<file path="src/rtl/fbba_pkg.sv">
// Shared types and constants for the free-block bitmap allocator.
// No dependencies; used by the top level and fbba_word_eval.
package fbba_pkg;

    localparam int NUM_BLOCKS_DEF  = 4096;
    localparam int BLOCK_BYTES_DEF = 4096;

    localparam int BITS_PER_WORD = 8;
    localparam int BIT_POS_W     = $clog2(BITS_PER_WORD);
    localparam int WORD_CNT_W    = $clog2(BITS_PER_WORD + 1);

    localparam int OPCODE_W      = 3;
    localparam int BLOCK_INDEX_W = 12;
    localparam int FILE_SIZE_W   = 25;

    localparam logic [OPCODE_W-1:0] OP_SET_USED = 3'd0;
    localparam logic [OPCODE_W-1:0] OP_CLEAR    = 3'd1;
    localparam logic [OPCODE_W-1:0] OP_TEST     = 3'd2;
    localparam logic [OPCODE_W-1:0] OP_SPACE    = 3'd3;
    localparam logic [OPCODE_W-1:0] OP_FIND     = 3'd4;

    // Summary of one map word as seen by the scan.
    typedef struct packed {
        logic [WORD_CNT_W-1:0] free_cnt;
        logic                  any_free;
        logic [BIT_POS_W-1:0]  first_pos;
    } word_stat_t;

endpackage

</file>
<file path="src/rtl/free_block_bitmap_allocator_top.sv">
// Top level of the free-block bitmap allocator: control sequencer around
// the occupancy map RAM. Depends on fbba_pkg, fbba_ram and fbba_word_eval.
//
// Usage: present opcode, block_index and file_size with start high; the item
// is taken at a clock edge where busy is low. Exactly one result per item
// appears on bit_value, has_space, free_index and found for one cycle, marked
// by done; the receiver cannot stall it, so it must take it then.
// The map holds eight blocks per RAM word (1 = used, 0 = free).
// Set, clear and test read the word, then modify and write it back: the
// result strobe is registered after the access state, and the next item
// can be taken in the cycle the strobe is shown.
// Space check and find-first-free scan the map one word per cycle through the
// single RAM read port. A space check reads every word, then multiplies and
// compares; find stops at the first word with a free block, or at the last
// word if none is free.
// After reset the block runs a clearing pass that writes every word to
// all-free; busy stays high meanwhile.
module free_block_bitmap_allocator_top #(
    parameter int NUM_BLOCKS  = fbba_pkg::NUM_BLOCKS_DEF,
    parameter int BLOCK_BYTES = fbba_pkg::BLOCK_BYTES_DEF
) (
    input  logic                               clk,
    input  logic                               rst_n,
    input  logic                               start,
    output logic                               busy,
    input  logic [fbba_pkg::OPCODE_W-1:0]      opcode,
    input  logic [fbba_pkg::BLOCK_INDEX_W-1:0] block_index,
    input  logic [fbba_pkg::FILE_SIZE_W-1:0]   file_size,
    output logic                               done,
    output logic                               bit_value,
    output logic                               has_space,
    output logic [fbba_pkg::BLOCK_INDEX_W-1:0] free_index,
    output logic                               found
);

    localparam int WW        = fbba_pkg::BITS_PER_WORD;
    localparam int MAP_WORDS = (NUM_BLOCKS + WW - 1) / WW;
    localparam int AW        = (MAP_WORDS > 1) ? $clog2(MAP_WORDS) : 1;
    localparam int LAST_BITS = NUM_BLOCKS - (MAP_WORDS - 1) * WW;
    localparam int CW        = $clog2(NUM_BLOCKS + 1);
    localparam int BBW       = $clog2(BLOCK_BYTES + 1);
    localparam int PW0       = CW + BBW;
    localparam int PW        = (PW0 > fbba_pkg::FILE_SIZE_W) ? PW0 : fbba_pkg::FILE_SIZE_W;
    localparam int EW0       = (AW + fbba_pkg::BIT_POS_W > fbba_pkg::BLOCK_INDEX_W) ?
                               AW + fbba_pkg::BIT_POS_W : fbba_pkg::BLOCK_INDEX_W;
    localparam int EW        = EW0 + 1;

    localparam logic [AW-1:0] LAST_WORD = AW'(MAP_WORDS - 1);

    typedef enum logic [2:0] {
        ST_CLEAR,
        ST_IDLE,
        ST_ACCESS,
        ST_SCAN,
        ST_MULT,
        ST_CMP
    } state_t;

    state_t                             state_reg;
    logic [fbba_pkg::OPCODE_W-1:0]      op_reg;
    logic [AW-1:0]                      addr_reg;
    logic [fbba_pkg::BIT_POS_W-1:0]     pos_reg;
    logic                               in_range_reg;
    logic [fbba_pkg::FILE_SIZE_W-1:0]   size_reg;
    logic [AW-1:0]                      issue_reg;
    logic                               issue_done_reg;
    logic                               data_valid_reg;
    logic [AW-1:0]                      data_addr_reg;
    logic [CW-1:0]                      count_reg;
    logic [CW-1:0]                      count_next;
    logic [PW-1:0]                      prod_reg;
    logic                               done_reg;
    logic                               bit_value_reg;
    logic                               has_space_reg;
    logic [fbba_pkg::BLOCK_INDEX_W-1:0] free_index_reg;
    logic                               found_reg;

    logic [EW-1:0]           blk_ext;
    logic                    blk_in_range;
    logic                    ram_we;
    logic [AW-1:0]           ram_waddr;
    logic [WW-1:0]           ram_wdata;
    logic [AW-1:0]           ram_raddr;
    logic [WW-1:0]           ram_rdata;
    logic [WW-1:0]           bit_mask;
    logic                    data_last;
    fbba_pkg::word_stat_t    stat;
    logic [EW-1:0]           found_ext;

    assign blk_ext      = EW'(block_index);
    assign blk_in_range = blk_ext < EW'(NUM_BLOCKS);
    assign bit_mask     = WW'(1) << pos_reg;
    assign data_last    = data_addr_reg == LAST_WORD;
    assign count_next   = count_reg + CW'(stat.free_cnt);
    assign found_ext    = EW'({data_addr_reg, stat.first_pos});

    fbba_ram #(
        .WIDTH  (WW),
        .DEPTH  (MAP_WORDS),
        .ADDR_W (AW)
    ) u_map (
        .clk   (clk),
        .we    (ram_we),
        .waddr (ram_waddr),
        .wdata (ram_wdata),
        .raddr (ram_raddr),
        .rdata (ram_rdata)
    );

    fbba_word_eval #(
        .LAST_BITS (LAST_BITS)
    ) u_eval (
        .word (ram_rdata),
        .last (data_last),
        .stat (stat)
    );

    always_comb
    begin
        ram_we    = 1'b0;
        ram_waddr = addr_reg;
        ram_wdata = ram_rdata;
        ram_raddr = issue_reg;
        case (state_reg)
            ST_CLEAR:
            begin
                ram_we    = 1'b1;
                ram_waddr = issue_reg;
                ram_wdata = '0;
            end
            ST_IDLE:
            begin
                ram_raddr = blk_ext[AW+fbba_pkg::BIT_POS_W-1:fbba_pkg::BIT_POS_W];
            end
            ST_ACCESS:
            begin
                ram_we = in_range_reg &&
                         (op_reg == fbba_pkg::OP_SET_USED || op_reg == fbba_pkg::OP_CLEAR);
                ram_wdata = (op_reg == fbba_pkg::OP_SET_USED) ? (ram_rdata | bit_mask)
                                                              : (ram_rdata & ~bit_mask);
            end
            default:
            begin
                ram_we = 1'b0;
            end
        endcase
    end

    always_ff @(posedge clk or negedge rst_n)
    begin
        if (!rst_n)
        begin
            state_reg      <= ST_CLEAR;
            issue_reg      <= '0;
            issue_done_reg <= 1'b0;
            data_valid_reg <= 1'b0;
            done_reg       <= 1'b0;
            bit_value_reg  <= 1'b0;
            has_space_reg  <= 1'b0;
            free_index_reg <= '0;
            found_reg      <= 1'b0;
        end
        else
        begin
            done_reg <= 1'b0;
            case (state_reg)
                ST_CLEAR:
                begin
                    issue_reg <= issue_reg + AW'(1);
                    if (issue_reg == LAST_WORD)
                    begin
                        issue_reg <= '0;
                        state_reg <= ST_IDLE;
                    end
                end
                ST_IDLE:
                begin
                    if (start)
                    begin
                        op_reg         <= opcode;
                        addr_reg       <= blk_ext[AW+fbba_pkg::BIT_POS_W-1:fbba_pkg::BIT_POS_W];
                        pos_reg        <= blk_ext[fbba_pkg::BIT_POS_W-1:0];
                        in_range_reg   <= blk_in_range;
                        size_reg       <= file_size;
                        issue_reg      <= '0;
                        issue_done_reg <= 1'b0;
                        data_valid_reg <= 1'b0;
                        count_reg      <= '0;
                        if (opcode == fbba_pkg::OP_SPACE || opcode == fbba_pkg::OP_FIND)
                        begin
                            state_reg <= ST_SCAN;
                        end
                        else
                        begin
                            state_reg <= ST_ACCESS;
                        end
                    end
                end
                ST_ACCESS:
                begin
                    done_reg       <= 1'b1;
                    bit_value_reg  <= in_range_reg && (op_reg == fbba_pkg::OP_TEST) &&
                                      ((ram_rdata & bit_mask) != '0);
                    has_space_reg  <= 1'b0;
                    free_index_reg <= '0;
                    found_reg      <= 1'b0;
                    state_reg      <= ST_IDLE;
                end
                ST_SCAN:
                begin
                    // One read issued per cycle; its word is judged in the cycle after.
                    data_valid_reg <= !issue_done_reg;
                    data_addr_reg  <= issue_reg;
                    if (!issue_done_reg)
                    begin
                        issue_reg <= issue_reg + AW'(1);
                        if (issue_reg == LAST_WORD)
                        begin
                            issue_done_reg <= 1'b1;
                        end
                    end
                    if (data_valid_reg)
                    begin
                        count_reg <= count_next;
                        if (op_reg == fbba_pkg::OP_FIND && (stat.any_free || data_last))
                        begin
                            done_reg       <= 1'b1;
                            bit_value_reg  <= 1'b0;
                            has_space_reg  <= 1'b0;
                            found_reg      <= stat.any_free;
                            free_index_reg <= stat.any_free ?
                                              found_ext[fbba_pkg::BLOCK_INDEX_W-1:0] : '0;
                            state_reg      <= ST_IDLE;
                        end
                        else if (op_reg != fbba_pkg::OP_FIND && data_last)
                        begin
                            state_reg <= ST_MULT;
                        end
                    end
                end
                ST_MULT:
                begin
                    // free_count >= ceil(size / B) holds exactly when free_count * B >= size.
                    prod_reg  <= PW'(count_reg) * PW'(BLOCK_BYTES);
                    state_reg <= ST_CMP;
                end
                ST_CMP:
                begin
                    done_reg       <= 1'b1;
                    bit_value_reg  <= 1'b0;
                    has_space_reg  <= prod_reg >= PW'(size_reg);
                    free_index_reg <= '0;
                    found_reg      <= 1'b0;
                    state_reg      <= ST_IDLE;
                end
                default:
                begin
                    state_reg <= ST_IDLE;
                end
            endcase
        end
    end

    assign busy       = state_reg != ST_IDLE;
    assign done       = done_reg;
    assign bit_value  = bit_value_reg;
    assign has_space  = has_space_reg;
    assign free_index = free_index_reg;
    assign found      = found_reg;

endmodule

</file>
<file path="src/rtl/fbba_ram.sv">
// Generic single-port-write, single-port-read RAM with a registered read.
// No dependencies.
module fbba_ram #(
    parameter int WIDTH  = 8,
    parameter int DEPTH  = 512,
    parameter int ADDR_W = (DEPTH > 1) ? $clog2(DEPTH) : 1
) (
    input  logic              clk,
    input  logic              we,
    input  logic [ADDR_W-1:0] waddr,
    input  logic [WIDTH-1:0]  wdata,
    input  logic [ADDR_W-1:0] raddr,
    output logic [WIDTH-1:0]  rdata
);

    logic [WIDTH-1:0] mem [DEPTH];

    always_ff @(posedge clk)
    begin
        if (we)
        begin
            mem[waddr] <= wdata;
        end
        rdata <= mem[raddr];
    end

endmodule

</file>
<file path="src/rtl/fbba_word_eval.sv">
// Counts the free blocks of one map word and finds the lowest free one.
// Depends on fbba_pkg.
module fbba_word_eval #(
    parameter int LAST_BITS = fbba_pkg::BITS_PER_WORD
) (
    input  logic [fbba_pkg::BITS_PER_WORD-1:0] word,
    input  logic                               last,
    output fbba_pkg::word_stat_t               stat
);

    localparam logic [fbba_pkg::BITS_PER_WORD-1:0] LAST_MASK =
        fbba_pkg::BITS_PER_WORD'((17'd1 << LAST_BITS) - 17'd1);

    logic [fbba_pkg::BITS_PER_WORD-1:0] free_bits;

    // Bits past the last block of the device are neither counted nor found.
    assign free_bits = ~word & (last ? LAST_MASK : {fbba_pkg::BITS_PER_WORD{1'b1}});

    always_comb
    begin
        stat.free_cnt  = '0;
        stat.first_pos = '0;
        stat.any_free  = |free_bits;
        for (int i = 0; i < fbba_pkg::BITS_PER_WORD; i++)
        begin
            stat.free_cnt = stat.free_cnt + fbba_pkg::WORD_CNT_W'(free_bits[i]);
        end
        for (int i = fbba_pkg::BITS_PER_WORD - 1; i >= 0; i--)
        begin
            if (free_bits[i])
            begin
                stat.first_pos = fbba_pkg::BIT_POS_W'(i);
            end
        end
    end

endmodule
</file>
<file path="config.mk">
export PLATFORM = sky130hd
export DESIGN_NAME = free_block_bitmap_allocator_top
export DESIGN_NICKNAME = d
export VERILOG_FILES = /design/src/rtl/fbba_pkg.sv /design/src/rtl/free_block_bitmap_allocator_top.sv /design/src/rtl/fbba_ram.sv /design/src/rtl/fbba_word_eval.sv
export SDC_FILE = /design/constraint.sdc
export NUM_CORES = 2
export LEC_CHECK = 0
export ABC_AREA = 1
export ABC_CLOCK_PERIOD_IN_PS = 35400
export BUFFER_PORTS_ARGS = -buffer_cell sky130_fd_sc_hd__buf_4
export CAP_MARGIN = 20
export CORE_MARGIN = 5
export CORE_UTILIZATION = 29
export CTS_CLUSTER_DIAMETER = 50
export DETAILED_ROUTE_END_ITERATION = 8
export PLACE_DENSITY = 0.47
export SETUP_SLACK_MARGIN = 0.15
export SYNTH_ARGS = -nofsm -noshare
export SYNTH_HDL_FRONTEND = slang
export SYNTH_SLANG_ARGS = --single-unit
</file>
<file path="constraint.sdc">
create_clock -name clk -period 35.4 [get_ports clk]
set_clock_uncertainty 0.05 [all_clocks]
set_input_delay 10.62 -clock clk [delete_from_list [all_inputs] [get_ports clk]]
set_output_delay 10.62 -clock clk [all_outputs]
set_load 0.03 [all_outputs]
</file>
== Word-level counts from Yosys, hierarchy flattened ==
Memories as Yosys holds them, arrays and structs flattened. A register that Yosys moved wholly into a read port is not among the register bits.
Cells that the tools add are included.

* Add/sub/neg operators: 9
* $lt $le $gt $ge: 2
* Shift-type cells: 1
* Muxes and demuxes: 48
* Equal/unequal tests: 20
* Reductions and logical operators: 27
* Bitwise logic cells: 5

{| class="wikitable"
|+ Operators with widths
! cell !! number
|-
| $mux 9 || 5
|-
| $mux 3 || 13
|-
| $mux 12 || 3
|-
| $pmux 9 s3 || 1
|-
| $mux 13 || 2
|-
| $pmux 13 s2 || 1
|-
| $ge 25x25->1 || 1
|-
| $add 4x1->4 || 6
|-
| $pmux 12 s2 || 1
|-
| $eq 9x9->1 const B || 2
|-
| $and 8x8->8 || 2
|-
| $not 8->8 || 2
|-
| $pmux 8 s2 || 1
|-
| $add 13x4->13 || 1
|-
| $lt 12x13->1 const B || 1
|-
| $eq 3x2->1 const B || 4
|-
| $eq 3x3->1 const B || 4
|-
| $mux 1 || 12
|-
| $pmux 3 s4 || 1
|-
| $reduce_and 3->1 || 4
|-
| $ne 2x2->1 const B || 5
|-
| $pmux 1 s2 || 5
|-
| $add 9x1->9 const B || 1
|-
| $mux 8 || 1
|-
| 18 further kinds || 33
|}

* Word-level logic and storage cells: 130
* Memory bits (writable): 4096
* Memories: 1
* Bits of input ports: 43
* Output and inout bits: 17
* Register bits after elaboration: 106

{| class="wikitable"
|+ Memories
! memory !! depth !! width !! read ports !! clocked after Yosys merged registers in !! write ports !! RTL line !! text
|-
| u_map.mem || 512 || 8 || 1 || 1 || 1 || fbba_ram.sv:16 || <nowiki>logic [WIDTH-1:0] mem [DEPTH];</nowiki>
|}

== Longest topological paths before layout ==
* Word-level depth: 13
* Gate-level depth with buffers: 23
* Depth with buffers taken out: 23

== Cells and area by module ==
Synthesis repeated with hierarchy kept, for this count alone.

* Cell total of the unflattened synthesis: 14506
* Area total of the unflattened synthesis: 172270.2 sq um

{| class="wikitable"
|+ Modules (own cells, without submodules)
! module !! area each (sq um) !! cells an instance !! instances !! sequential area each (sq um)
|-
| fbba_ram || 166728.7 || 13891 || 1 || 123158.1
|-
| free_block_bitmap_allocator_top || 5272.6 || 577 || 1 || 3002.9
|-
| fbba_word_eval || 269.0 || 38 || 1 || 0.0
|}

== Least setup slack after synthesis ==
Ideal clock, no wire load.

* Path type: flip-flop to flip-flop
* From: register state_reg[0]
* To: memory u_map.mem[0][2] (data pin)
* Cell stages (with the launch flop): 7
* Setup time: 4.167 ns
* Buffers on the path: 1
* Data arrival time: 20.676 ns
* Setup slack: 10.507 ns
* Cell sequence: dfrtp_1 > buf_6 > inv_1 > nand2_1 > nor2_1 > inv_1 > o21ai_0

* Longest elaborated chain between the ends: 2
* Elaborated cells on any way between the ends: 3
* Those cells by class: 1 x eq/ne; 1 x mux; 1 x reduce/logical

{| class="wikitable"
|+ RTL lines
! item !! RTL line !! text
|-
| start: declaration || free_block_bitmap_allocator_top.sv:59 || <nowiki>state_t state_reg;</nowiki>
|-
| start signal: assignment || free_block_bitmap_allocator_top.sv:153 || <nowiki>state_reg <= ST_CLEAR;</nowiki>
|-
| start signal: assignment || free_block_bitmap_allocator_top.sv:173 || <nowiki>state_reg <= ST_IDLE;</nowiki>
|-
| start signal: assignment || free_block_bitmap_allocator_top.sv:191 || <nowiki>state_reg <= ST_SCAN;</nowiki>
|-
| $eq 3x2->1 or $logic_not 3->1 (tied branches) || free_block_bitmap_allocator_top.sv:124 || <nowiki>case (state_reg)</nowiki>
|-
| $pmux 8 s2 (*) || free_block_bitmap_allocator_top.sv:124 ||
|-
| named net ram_wdata[2] || free_block_bitmap_allocator_top.sv:82 || <nowiki>logic [WW-1:0] ram_wdata;</nowiki>
|-
| end: declaration || fbba_ram.sv:16 ||
|}

The timed path passes the listed nets; every way through them passes the cells marked *.

== Worst setup path after layout ==
* From: input block_index[3] in the netlist's numbering
* To: register u_map.rdata[2], read port of u_map.mem

* Longest elaborated chain between the ends: 1

{| class="wikitable"
|+ RTL lines
! item !! RTL line !! text
|-
| start: declaration || free_block_bitmap_allocator_top.sv:27 || <nowiki>input logic [fbba_pkg::BLOCK_INDEX_W-1:0] block_index,</nowiki>
|-
| $mux 9 || free_block_bitmap_allocator_top.sv:124 ||
|-
| end: declaration || fbba_ram.sv:13 || <nowiki>output logic [WIDTH-1:0] rdata</nowiki>
|}

No other way between the ends.
A chain may end at the register's enable or synchronous reset.

==> out/summary.txt <==
Outcome -> finished, final reports clean
Most frequent cells in the layout -> nand3_1, edfxtp_1, nand2_1, nor2_1, clkbuf_16
Sum of net half-perimeters after detailed placement -> 301000 um
DRC violations left -> 0
Initial core utilization -> 29.1%
Post-synth EDFFs -> 4171
Chip Width -> 778 um
Reg2reg setup slack -> 28240 ps
Yosys cell types -> 47
Commonest non-fill, non-tap cell in the layout -> nand3_1
CTS tree -> done
Mapped Area -> 0.171 mm^2
Cells after Synth -> 14.4k
Post-Syn Area per Cell -> 11.9 um^2
Io pins -> 60
Initial antenna violation count -> 24
Worst Setup Path Type -> input pin to flip-flop
GRT overflow -> 0
Hold WS -> 410 ps
Post-CTS setup buffer count -> 0
CP endpoint kind -> flip-flop
Simple-Gate Fraction of Synth Area -> 22.8%
Port Buffer Count -> 59
Vias in the first global route -> 108k
Min cycle time layout -> 15970 ps
Unrepaired setup endpoints after global routing -> no
H-tree depth -> 5
CP Max Fanout -> 156
Clk slew on worst S/H paths -> 60 ps
Complex-gate fraction of the synthesized area -> 0.383%
Lkg Pwr -> 64.8 nW
Post-CTS sizing -> 0
Clk root buf -> clkbuf_16
Setup Viol. Count Final -> 0
Worst Path Required -> 36290 ps
TritonCTS Buffers -> 461
Max FFs per register -> 4096
DR WL/cell -> 24.8 um
Slew Limit Fails -> 0
Via count -> 113k
Worst Path Arrival -> 16860 ps
Asr flop ratio synth -> 0.713%
P&R area growth vs syn -> 13.0%
Sequential share of the synthesized area -> 73.7%
Maxcap violations -> 0
RR Endpoint -> u_map.rdata[1]
Hold Buf Count CTS -> 0
Mux contribution to synthesized area -> 0.00585%
Final Hold Vio Count -> 0
Final WL -> 553000 um
Adder-Cell Fraction of Synth Area -> 0.227%
Hold Crit Depth -> 0
Vias per std cell -> 5.05
Synth Warn # -> 0
#FFs+latches synth -> 4209
Fin crit share -> 45.1%
Pwr dens -> 107 mW/mm^2
Rows -> 282
Main combinational cell family by area after synthesis -> simple AND/OR/NAND/NOR gates
Max-slew headroom -> 1.46%
Hold endpoint -> prod_reg[17]
Syn Nets -> 14.4k
Worst Hold Launch -> count_reg[5]
Later-pin clock latency in the skew report -> 1020 ps
Worst-Margin Slew -> 1480 ps
Crit start category -> input pin
Drt initial violations -> 11.9k
Layout cell share with drive strength beyond 1 -> 6.84%
Core area -> 0.589 mm^2
First-pass DRT Iterations -> 6
Final core utilization -> 32.8%
First-pass GRT wire length -> 793000 um
Final std cells w/o fill -> 22.3k
Filler cell count -> 58.5k
Setup TNS -> 0 ps
Top_reg_cell synth -> edfxtp_1
Worst r2r path cells -> 17
Maximum vdd drop -> 0.103 mV
Max Buffers Root-to-Sink -> 4
DRT antenna net count -> 0
Die H -> 778 um
Final net count -> 14.2k
Xor-xnor portion of the synthesized cell area -> 0.0153%
Global-route usage over all layers -> 17.6%
Largest net degree at the start of global routing -> 198
R2r startpoint -> state_reg[0]
Hold crit path type -> flip-flop to flip-flop
Die ar. -> 0.606 mm^2
Dpl cells -> 21.5k
GP Congestion -> 0.798
Max Fclk -> 0.0626 GHz
CTS Sinks -> 4209
## metal layers
layer  wire length [um]  GRT usage, %  up-vias
met4              15200          4.79        2
met2             255000          27.9     3995
met3              35000          2.29      734
met1             247000          25.4    57100
met5                 13             0        -
li1                   -             -    50800
## critical path, cell delays in order
cell and delay (ps):
buf_4 130, nand4_1 170, buf_4 290, nand2_8 500
buf_12 440, buf_4 830, buf_4 680, nand2_1 100
nand3_1 110, nand3_1 90, nand3_1 230, nand3_1 240
nand3_1 460, nand3_1 300, nand3_1 180, nand3_1 530
nand2_1 210
## power by group
| group | internal, mW | switching, mW |
|---|---|---|
| clock | 2.59 | 2.02 |
| sequential | 6.63 | 0.0620 |
| combinational | 2.04 | 7.40 |
## logic make-up after synthesis
kind of cell,after synthesis
compound gates,112
flops,4209
mux,1
buf+inv,1084
xor+xnor,3
simple gates,8926
fa+ha+maj,28
## synth_stat cells, types with 23 or more instances
cell type  instances  area (um^2)
dfrtp_1           30          751
nand3_1         4225        21100
buf_1             67          251
a21oi_1           26          130
edfxtp_1        4171       125000
clkbuf_1         243          912
nand2_1         4074        15300
ha_1              23          288
buf_2            662         3310
inv_1             78          293
buf_4             23          173
o21ai_0           52          260
nor2_1           556         2090
## through the flow
| stage | setup WS, ps | power [mW] | instance area (um^2) |
|---|---|---|---|
| 2_1_floorplan | 10510 | 13.5 | 171000 |
| 3_3_place_gp | 18470 | 16.3 | 179000 |
| 3_5_place_dp | 18540 | 16.3 | 179000 |
| 4_1_cts | 19620 | 20.9 | 193000 |
| 5_1_grt | 19380 | 21.8 | 193000 |
| 6_report | 19430 | 20.8 | 193000 |
## worst max path at each step
stage	from	depth (start not counted)	slack, ps	endpoint
finish	block_index[3]	17	19430	u_map.rdata[2]
global route	block_index[3]	17	19380	u_map.rdata[0]
CTS	block_index[3]	17	19620	u_map.rdata[0]
detailed placement	block_index[3]	17	18540	u_map.rdata[0]
global placement	block_index[3]	17	18470	u_map.rdata[0]
floorplan	state_reg[0]	6	10510	u_map.mem[0][2]
## final cells by class
class,count,area [um^2],share of cell area (%)
Clock buffer,569,12100,6.26
Multi-Input combinational cell,9070,40400,20.9
Timing Repair Buffer,280,2440,1.26
Clock inverter,272,2190,1.13
Sequential cell,4209,126000,65.2
Tap cell,7810,9770,5.05
Antenna cell,8,20.0,0.0103
Inverter,86,345,0.178
Note: power is estimated with default switching activity, not from simulation.
